**src/hdl/mnp_pkg.sv**
```systemverilog
// Shared types and constants for the mono note priority table.
`timescale 1ns / 1ps

package mnp_pkg;

  // Table depth default and fixed field widths
  localparam int MNP_MAX_NOTES = 32;
  localparam int NOTE_W        = 7;
  localparam int VEL_W         = 7;
  localparam int AGE_W         = 64;
  localparam int ACTIVE_W      = 8;
  localparam int OP_W          = 2;
  localparam int MODE_W        = 2;

  // Event opcodes; the fourth code is ignored
  typedef enum logic [OP_W-1:0] {
    OP_NOTE_ON  = 2'd0,
    OP_NOTE_OFF = 2'd1,
    OP_ALL_OFF  = 2'd2
  } mnp_op_t;

  // Priority modes; the fourth code behaves as newest
  typedef enum logic [MODE_W-1:0] {
    MODE_NEWEST  = 2'd0,
    MODE_LOWEST  = 2'd1,
    MODE_HIGHEST = 2'd2
  } mnp_mode_t;

  // Sequencer states
  typedef enum logic [2:0] {
    S_IDLE,
    S_FIND,
    S_WRITE,
    S_SHIFT,
    S_PICK,
    S_OUT
  } mnp_state_t;

  // One table entry as stored in the RAM
  typedef struct packed {
    logic [NOTE_W-1:0] note;
    logic [VEL_W-1:0]  vel;
    logic [AGE_W-1:0]  age;
  } mnp_entry_t;

  localparam logic signed [ACTIVE_W-1:0] NO_NOTE = -8'sd1;

endpackage

```
**src/hdl/mnp_if.sv**
```systemverilog
// Channel interfaces for events, results and the priority register.
`timescale 1ns / 1ps

interface mnp_evt_if;
  logic                              valid;
  logic                              ready;
  logic [mnp_pkg::OP_W-1:0]          opcode;
  logic [mnp_pkg::NOTE_W-1:0]        note_number;
  logic [mnp_pkg::VEL_W-1:0]         key_velocity;

  modport source (output valid, output opcode, output note_number, output key_velocity,
                  input ready);
  modport sink   (input valid, input opcode, input note_number, input key_velocity,
                  output ready);
endinterface

interface mnp_res_if;
  logic                              valid;
  logic                              ready;
  logic                              has_note;
  logic signed [mnp_pkg::ACTIVE_W-1:0] active_note;
  logic [mnp_pkg::VEL_W-1:0]         active_velocity;
  logic                              note_changed;
  logic                              retrigger;

  modport source (output valid, output has_note, output active_note, output active_velocity,
                  output note_changed, output retrigger, input ready);
  modport sink   (input valid, input has_note, input active_note, input active_velocity,
                  input note_changed, input retrigger, output ready);
endinterface

interface mnp_cfg_if;
  logic                              valid;
  logic                              ready;
  logic [mnp_pkg::MODE_W-1:0]        priority_mode;

  modport source (output valid, output priority_mode, input ready);
  modport sink   (input valid, input priority_mode, output ready);
endinterface

```
**src/hdl/mnp_ram.sv**
```systemverilog
// Generic single write port RAM with registered read.
`timescale 1ns / 1ps

module mnp_ram #(
  parameter int WIDTH = 8,
  parameter int DEPTH = 32
) (
  input  logic                                       clk,
  input  logic                                       we,
  input  logic [(DEPTH > 1 ? $clog2(DEPTH) : 1)-1:0] waddr,
  input  logic [WIDTH-1:0]                           wdata,
  input  logic [(DEPTH > 1 ? $clog2(DEPTH) : 1)-1:0] raddr,
  output logic [WIDTH-1:0]                           rdata
);

  logic [WIDTH-1:0] mem [DEPTH];

  // Write port and registered read port
  always_ff @(posedge clk) begin
    if (we) begin
      mem[waddr] <= wdata;
    end
    rdata <= mem[raddr];
  end

endmodule

```
**src/hdl/mono_note_priority_table.sv**
```systemverilog
// Mono note priority table: a held-note list in RAM, scanned by one sequencer per event.
// Note events go into a table of up to MAX_NOTES held notes kept in a single RAM with one
// write and one registered read port. A note-on or note-off is worked through one RAM access
// per cycle: a match scan over the held entries, a write (note-on) or a shift that closes
// the gap (note-off), then a priority scan that picks the sounding note. The evt port is
// not ready while an event is worked through. All-notes-off and the unused opcode leave evt
// ready and give no result. A finished result waits in an output register, and a new event
// may be taken while it waits. The priority register may be written at any time the block
// is idle; its port is always ready.
`timescale 1ns / 1ps

module mono_note_priority_table #(
  parameter int MAX_NOTES = mnp_pkg::MNP_MAX_NOTES
) (
  input  logic      clk,
  input  logic      rst,
  mnp_evt_if.sink   evt,
  mnp_res_if.source res,
  mnp_cfg_if.sink   cfg
);

  import mnp_pkg::*;

  localparam int IW = (MAX_NOTES > 1) ? $clog2(MAX_NOTES) : 1;
  localparam int CW = $clog2(MAX_NOTES + 1);
  localparam logic [CW-1:0] CNT_MAX   = CW'(MAX_NOTES);
  localparam logic [IW-1:0] LAST_SLOT = IW'(MAX_NOTES - 1);

  mnp_state_t state, state_next;

  // Table and selection state
  logic [CW-1:0]              count;
  logic [AGE_W-1:0]           age_counter;
  logic signed [ACTIVE_W-1:0] current_note;
  logic [VEL_W-1:0]           current_vel;
  logic [MODE_W-1:0]          prio_mode;

  // Latched event
  logic              on_q;
  logic [NOTE_W-1:0] note_q;
  logic [VEL_W-1:0]  vel_q;
  logic              had_q;

  // Scan pipeline
  logic [CW-1:0] scan_idx;
  logic          pend;
  logic [IW-1:0] pend_idx;
  logic          found;
  logic [IW-1:0] slot;
  mnp_entry_t    best;
  logic          best_have;

  // Flags of the event in progress
  logic          pick_chg;
  logic          pick_rtg;

  // Result register
  logic                       res_valid;
  logic                       res_has;
  logic signed [ACTIVE_W-1:0] res_note;
  logic [VEL_W-1:0]           res_vel;
  logic                       res_chg;
  logic                       res_rtg;

  // Control and datapath wires
  logic       issue;
  logic       scan_done;
  logic       load_out;
  logic       evt_take;
  logic       ram_we;
  logic [IW-1:0] ram_waddr;
  logic [IW-1:0] ram_raddr;
  mnp_entry_t ram_wdata;
  mnp_entry_t rd_entry;
  logic [IW-1:0] new_slot;
  logic       better;
  logic signed [ACTIVE_W-1:0] new_note;
  logic [VEL_W-1:0]           new_vel;
  logic       is_repeat;

  mnp_ram #(
    .WIDTH ($bits(mnp_entry_t)),
    .DEPTH (MAX_NOTES)
  ) u_mnp_ram (
    .clk   (clk),
    .we    (ram_we),
    .waddr (ram_waddr),
    .wdata (ram_wdata),
    .raddr (ram_raddr),
    .rdata (rd_entry)
  );

  assign cfg.ready = 1'b1;
  assign evt_take  = evt.valid && evt.ready;

  // Slot for a note-on: refresh, append, or overwrite the last slot
  always_comb begin
    if (found) begin
      new_slot = slot;
    end else if (count < CNT_MAX) begin
      new_slot = count[IW-1:0];
    end else begin
      new_slot = LAST_SLOT;
    end
  end

  // Priority compare of the entry just read against the best so far
  always_comb begin
    unique case (prio_mode)
      MODE_LOWEST:  better = rd_entry.note < best.note;
      MODE_HIGHEST: better = rd_entry.note > best.note;
      default:      better = rd_entry.age > best.age;
    endcase
  end

  // Selection and flags at the end of the priority scan
  always_comb begin
    if (count == '0) begin
      new_note = NO_NOTE;
      new_vel  = '0;
    end else begin
      new_note = signed'({1'b0, best.note});
      new_vel  = best.vel;
    end
    is_repeat = current_note == signed'({1'b0, note_q});
  end

  // Next state
  always_comb begin
    state_next = state;
    unique case (state)
      S_IDLE: begin
        if (evt_take && (evt.opcode == OP_NOTE_ON || evt.opcode == OP_NOTE_OFF)) begin
          state_next = S_FIND;
        end
      end
      S_FIND: begin
        if (scan_done) begin
          if (on_q) begin
            state_next = S_WRITE;
          end else if (found) begin
            state_next = S_SHIFT;
          end else begin
            state_next = S_PICK;
          end
        end
      end
      S_WRITE: state_next = S_PICK;
      S_SHIFT: begin
        if (scan_done) begin
          state_next = S_PICK;
        end
      end
      S_PICK: begin
        if (scan_done) begin
          state_next = S_OUT;
        end
      end
      S_OUT: begin
        if (load_out) begin
          state_next = S_IDLE;
        end
      end
      default: state_next = S_IDLE;
    endcase
  end

  // Control outputs: RAM port, scan issue and handshakes
  always_comb begin
    evt.ready = state == S_IDLE;
    issue     = (state == S_FIND || state == S_SHIFT || state == S_PICK) && (scan_idx < count);
    scan_done = !issue && !pend;
    load_out  = (state == S_OUT) && (!res_valid || res.ready);
    ram_raddr = scan_idx[IW-1:0];
    ram_we    = 1'b0;
    ram_waddr = new_slot;
    ram_wdata = rd_entry;
    unique case (state)
      S_WRITE: begin
        ram_we    = 1'b1;
        ram_waddr = new_slot;
        ram_wdata = '{note: note_q, vel: vel_q, age: age_counter};
      end
      S_SHIFT: begin
        ram_we    = pend;
        ram_waddr = pend_idx - IW'(1);
        ram_wdata = rd_entry;
      end
      default: begin
        ram_we = 1'b0;
      end
    endcase
  end

  // Datapath registers
  always_ff @(posedge clk) begin
    if (rst) begin
      state        <= S_IDLE;
      count        <= '0;
      age_counter  <= '0;
      current_note <= NO_NOTE;
      current_vel  <= '0;
      prio_mode    <= MODE_NEWEST;
      res_valid    <= 1'b0;
      pend         <= 1'b0;
    end else begin
      state <= state_next;

      // Register write
      if (cfg.valid && cfg.ready) begin
        prio_mode <= cfg.priority_mode;
      end

      // Advance the scan pipeline
      pend     <= issue;
      pend_idx <= scan_idx[IW-1:0];
      if (issue) begin
        scan_idx <= scan_idx + CW'(1);
      end

      // Load a finished result, or drop one once taken
      if (load_out) begin
        res_valid <= 1'b1;
      end else if (res.valid && res.ready) begin
        res_valid <= 1'b0;
      end

      unique case (state)
        S_IDLE: begin
          if (evt_take) begin
            on_q     <= evt.opcode == OP_NOTE_ON;
            note_q   <= evt.note_number;
            vel_q    <= evt.key_velocity;
            had_q    <= count != '0;
            scan_idx <= '0;
            found    <= 1'b0;
            if (evt.opcode == OP_NOTE_ON) begin
              age_counter <= age_counter + AGE_W'(1);
            end else if (evt.opcode == OP_ALL_OFF) begin
              count        <= '0;
              current_note <= NO_NOTE;
              current_vel  <= '0;
            end
          end
        end
        S_FIND: begin
          // Hold the first matching index
          if (pend && !found && rd_entry.note == note_q) begin
            found <= 1'b1;
            slot  <= pend_idx;
          end
          if (scan_done) begin
            if (!on_q && found) begin
              scan_idx <= CW'(slot) + CW'(1);
            end else begin
              scan_idx <= '0;
            end
            best_have <= 1'b0;
          end
        end
        S_WRITE: begin
          if (!found && count < CNT_MAX) begin
            count <= count + CW'(1);
          end
          scan_idx  <= '0;
          best_have <= 1'b0;
        end
        S_SHIFT: begin
          if (scan_done) begin
            count     <= count - CW'(1);
            scan_idx  <= '0;
            best_have <= 1'b0;
          end
        end
        S_PICK: begin
          // Keep the first best entry; later ties lose
          if (pend && (!best_have || better)) begin
            best      <= rd_entry;
            best_have <= 1'b1;
          end
          if (scan_done) begin
            current_note <= new_note;
            current_vel  <= new_vel;
            pick_chg     <= (new_note != current_note) || (on_q && is_repeat);
            pick_rtg     <= on_q && (!had_q || is_repeat);
          end
        end
        S_OUT: begin
          if (load_out) begin
            res_has  <= count != '0;
            res_note <= current_note;
            res_vel  <= current_vel;
            res_chg  <= pick_chg;
            res_rtg  <= pick_rtg;
          end
        end
        default: begin
        end
      endcase
    end
  end

  assign res.valid           = res_valid;
  assign res.has_note        = res_has;
  assign res.active_note     = res_note;
  assign res.active_velocity = res_vel;
  assign res.note_changed    = res_chg;
  assign res.retrigger       = res_rtg;

endmodule

```
**src/flat_wrapper.sv**
```systemverilog
// flat-port wrapper written by rule: the top's interface ports become plain ports
module mono_note_priority_table_flat import mnp_pkg::*;
#(
  parameter int MAX_NOTES = mnp_pkg::MNP_MAX_NOTES
)
  (clk, rst, evt_valid, evt_opcode, evt_note_number, evt_key_velocity, evt_ready, res_valid, res_has_note, res_active_note, res_active_velocity, res_note_changed, res_retrigger, res_ready, cfg_valid, cfg_priority_mode, cfg_ready);
  mnp_evt_if evt_i ();
  mnp_res_if res_i ();
  mnp_cfg_if cfg_i ();
  input  logic clk;
  input  logic rst;
  input wire logic [$bits(evt_i.valid)-1:0] evt_valid;
  input wire logic [$bits(evt_i.opcode)-1:0] evt_opcode;
  input wire logic [$bits(evt_i.note_number)-1:0] evt_note_number;
  input wire logic [$bits(evt_i.key_velocity)-1:0] evt_key_velocity;
  output wire logic [$bits(evt_i.ready)-1:0] evt_ready;
  output wire logic [$bits(res_i.valid)-1:0] res_valid;
  output wire logic [$bits(res_i.has_note)-1:0] res_has_note;
  output wire logic [$bits(res_i.active_note)-1:0] res_active_note;
  output wire logic [$bits(res_i.active_velocity)-1:0] res_active_velocity;
  output wire logic [$bits(res_i.note_changed)-1:0] res_note_changed;
  output wire logic [$bits(res_i.retrigger)-1:0] res_retrigger;
  input wire logic [$bits(res_i.ready)-1:0] res_ready;
  input wire logic [$bits(cfg_i.valid)-1:0] cfg_valid;
  input wire logic [$bits(cfg_i.priority_mode)-1:0] cfg_priority_mode;
  output wire logic [$bits(cfg_i.ready)-1:0] cfg_ready;
  assign evt_i.valid = evt_valid;
  assign evt_i.opcode = evt_opcode;
  assign evt_i.note_number = evt_note_number;
  assign evt_i.key_velocity = evt_key_velocity;
  assign evt_ready = evt_i.ready;
  assign res_valid = res_i.valid;
  assign res_has_note = res_i.has_note;
  assign res_active_note = res_i.active_note;
  assign res_active_velocity = res_i.active_velocity;
  assign res_note_changed = res_i.note_changed;
  assign res_retrigger = res_i.retrigger;
  assign res_i.ready = res_ready;
  assign cfg_i.valid = cfg_valid;
  assign cfg_i.priority_mode = cfg_priority_mode;
  assign cfg_ready = cfg_i.ready;
  mono_note_priority_table #(.MAX_NOTES(MAX_NOTES)) u_core (.clk(clk), .rst(rst), .evt(evt_i), .res(res_i), .cfg(cfg_i));
endmodule
```
**config.mk**
```make
export PLATFORM = sky130hd
export DESIGN_NAME = mono_note_priority_table_flat
export DESIGN_NICKNAME = d
export VERILOG_FILES = /design/src/hdl/mnp_pkg.sv /design/src/hdl/mnp_if.sv /design/src/hdl/mnp_ram.sv /design/src/hdl/mono_note_priority_table.sv /design/src/flat_wrapper.sv
export SDC_FILE = /design/constraint.sdc
export NUM_CORES = 2
export LEC_CHECK = 0
export ABC_AREA = 1
export ABC_CLOCK_PERIOD_IN_PS = 5700
export BUFFER_PORTS_ARGS = -buffer_cell sky130_fd_sc_hd__buf_4
export CAP_MARGIN = 20
export CORE_MARGIN = 2
export CORE_UTILIZATION = 57
export CTS_CLUSTER_SIZE = 16
export DETAILED_ROUTE_END_ITERATION = 16
export PLACE_DENSITY = 0.76
export RECOVER_POWER = 100
export SLEW_MARGIN = 20
export SYNTH_ARGS = -nofsm -noshare
export SYNTH_HDL_FRONTEND = slang
export SYNTH_SLANG_ARGS = --single-unit
```
**constraint.sdc**
```tcl
create_clock -name clk -period 5.7 [get_ports clk]
set_input_delay 0.57 -clock clk [delete_from_list [all_inputs] [get_ports clk]]
set_output_delay 0.57 -clock clk [all_outputs]
set_load 0.01 [all_outputs]
```
==> results.toml <==
[worst_hold_path]
hold_class = "input port to flop"

[synth]
synth_edf_count = 2628
syn_inst = 8448
synthArstFlopShare_pct = 0
syn_area_um2 = 110800
synth_cell_type_count = 60
yosysWarningCount = 0
seq_area_frac_synth_pct = 74.32
syn_avg_cell_area_um2 = 13.11
syn_nets = 8558
ys_ff_latch = 2798
ys.flop_type = "edfxtp_1"

[cts]
cts_root_buf = "clkbuf_16"
cts_tree = "yes"
cts.htree.levels = 5
cts_sinks = 2798
clk_pin_slew_ps = 60
clock_latency_ps = 940
cts_setup_buffers = 0
clockBufferDepth = 4
numCtsBuffers = 291

[global_routing]
grt_pass1_vias = 71570
overflow = 0
grt_pass1_wl_mm = 457.6
grt_usage_pct = 30.97
grt_max_degree = 183
antenna_found_initial = 12

[critical_path]
path_class = "flop to flop"
cpMostUsedCell = "clkbuf_1"
critical_path.slowest_cell = "clkbuf_1"
end_kind = "flop"
startpoint_type = "flop"
cp.arrival_ps = 5840
crit_fanout = 30
cp.buffers_inverters = 3
cp_cell_sequence = "clkbuf_1, clkbuf_1, o21ai_0, o22ai_1, nand2_1, o31ai_1, buf_4"
cpLargestDelayFamily = "buffers and inverters"
worstPathRequired_ps = 6600
max_stage_delay_ps = 1920

[timing]
setup_violations = 0
grt_setup_unrepaired = "no"
final_hold_viol_count = 0
tns_ps = 0
period_share_pct = 86.77
maxSlewHeadroom_pct = -129.9
clock-skew-final_ps = 49.09
finalCriticalPeriod_ps = 4946
whs_ps = 234.6
fmax_mhz = 202.2
finalMaxSlewViolations = 1435
fin_ws_ps = 753.9
worst_pin_slew_ps = 3449

[power_and_ir_drop]
p_per_area_nw_per_um2 = 513.7
peakVddDrop_uv = 493.1
p_leak_nw = 40.35

[place]
portBuffers = 42
place_congestion = 0.9376
post-dp-hpwl_mm = 163.0
place_ws_ps = 1511

[drt]
drtIter0Drc = 11710
wire_per_inst_um = 27.85
routed_via_density = 6.607
num_vias = 74080
drc_errors = 0
first_pass_iters = 6
ant_nets = 0
routed_wl_mm = 312.2

[finish]
multiInputGateArea_um2 = 25400
syn_to_final_growth_pct = 11.07
final_cell_mix = "2628 x edfxtp_1, 1465 x nor2_1, 1255 x o21ai_0, 649 x o22ai_1, 445 x nand2_1"
layout-drive-gt1-share_pct = 7.098
seq_area_um2 = 82320
fill_cells = 13540
layout_commonest_cell = "edfxtp_1"
fin_nets = 8586

[floorplan]
core_region_area_um2 = 192800
initial_core_util_pct = 57.45
io_pins = 44
die_h_um = 444.8
std_cell_rows = 161
die-area_um2 = 197900
die_w_um = 444.8

[run_status]
status = "finished, violations left"
violations = "max-capacitance violations, max-slew violations"

[job]
maxCapViolCount = 44
## logic make-up after synthesis
logic type	count (synthesis)	share of synthesized area, %
mux	190	1.733
simple gates	2117	7.588
flops	2798	74.32
fa+ha+maj	87	0.9896
compound gates	2435	12.30
other cells	1	0.003386
buf+inv	792	2.836
xor+xnor	28	0.2214
## registers in the layout, summed over array words and instances (netlist names), 2 cells and up
signal / flops
u_core.count: 6
u_core.state: 3
u_core.slot: 5
u_core.u_mnp_ram.rdata: 78
u_core.best: 78
u_core.scan_idx: 6
u_core.current_note: 8
u_core.res.active_velocity: 7
u_core.age_counter: 64
u_core.prio_mode: 2
u_core.current_vel: 7
u_core.vel_q: 7
u_core.note_q: 7
u_core.pend_idx: 5
u_core.u_mnp_ram.mem: 2496
u_core.res.active_note: 8
## metal layers
metal  global-route usage [%]  share of wire [%]  wire length, um  up-vias
met4                    12.62                4.3            13450        6
met5                        0              0.012               38        -
met3                    6.412                 13            39610      839
met2                    48.58                 46           144100     5451
met1                    42.66                 37           115100    36250
li1                         -                  -                -    31540
## synthesized netlist by cell type (3+ instances only)
cell type | n | area, um2
or2_2 | 3 | 18.77
clkbuf_1 | 401 | 1505
nor2_1 | 1473 | 5529
buf_1 | 17 | 63.81
nand4_1 | 36 | 225.2
a31oi_1 | 7 | 43.79
xnor2_1 | 4 | 35.03
buf_2 | 110 | 550.5
a21oi_1 | 185 | 925.9
nand2_2 | 7 | 43.79
a221oi_1 | 3 | 26.28
o21ai_0 | 1235 | 6181
nor3b_1 | 4 | 30.03
buf_4 | 6 | 45.04
o21ai_1 | 170 | 850.8
nor3_1 | 54 | 270.3
edfxtp_1 | 2628 | 78920
nand2_1 | 445 | 1670
ha_1 | 86 | 1076
nand3_1 | 61 | 305.3
dfxtp_1 | 170 | 3403
nor2_4 | 8 | 90.09
a211oi_1 | 3 | 22.52
o22ai_1 | 649 | 4060
inv_1 | 228 | 855.8
nor4_1 | 7 | 43.79
o32ai_1 | 18 | 157.7
mux2i_1 | 176 | 1762
inv_2 | 28 | 105.1
mux2_2 | 14 | 157.7
xor2_1 | 24 | 210.2
a22oi_1 | 7 | 52.55
nor3_2 | 6 | 60.06
o21a_1 | 10 | 75.07
o31ai_1 | 47 | 352.8
o221ai_1 | 88 | 770.7
## tightest hold or removal path: cells and delay by family
kind | cells | cell delay [ps]
AO/OA/AOI/OAI | 3 | 350
AND/OR/NAND/NOR | 2 | 130
buffers and inverters | 1 | 80
## power by group
group          switching, W  total, W  internal (W)
registers          0.000712    0.0274        0.0267
logic                0.0134    0.0177       0.00433
clock network       0.00761    0.0180        0.0104
total                0.0217    0.0632        0.0415
## final timing paths
| kind | start | to | slack [ps] | depth (start not counted) |
|---|---|---|---|---|
| max | u_core.scan_idx[2] | u_core.u_mnp_ram.rdata[27] | 750 | 7 |
| min | evt_opcode[1] | u_core.state[0] | 230 | 6 |
| max reg2reg | u_core.scan_idx[2] | u_core.u_mnp_ram.rdata[27] | 750 | 7 |
| min reg2reg | u_core.pick_rtg | u_core.res.retrigger | 420 | 0 |
## repair_timing
item                                    CTS  global route
endpoints found under the hold margin    18             0
endpoints found under the setup margin    0             0
gates resized for setup                   0             0
hold buffers                             20             0
## final cells by class
| class | count | area share (%) |
|---|---|---|
| antenna | 8 | 0.01627 |
| clock buffer | 378 | 6.312 |
| clock inverter | 118 | 0.8747 |
| inverter | 257 | 0.8086 |
| multi-input combinational | 4858 | 20.65 |
| sequential | 2798 | 66.92 |
| tap | 2526 | 2.569 |
| timing repair buffer | 270 | 1.853 |
## per-stage QoR
| step | cells | area (um2) | utilization [%] | power (W) |
|---|---|---|---|---|
| detailed placement | 10690 | 114900 | 59.58 | 0.04505 |
| global route | 11210 | 123000 | 63.80 | 0.06533 |
| global placement | 10690 | 114800 | 59.56 | 0.04448 |
| CTS | 11200 | 123900 | 64.27 | 0.06297 |
| finish | 11210 | 123000 | 63.81 | 0.06319 |
| floorplan | 8448 | 110800 | - | 0.03829 |
(Power assumes the default switching activity.)
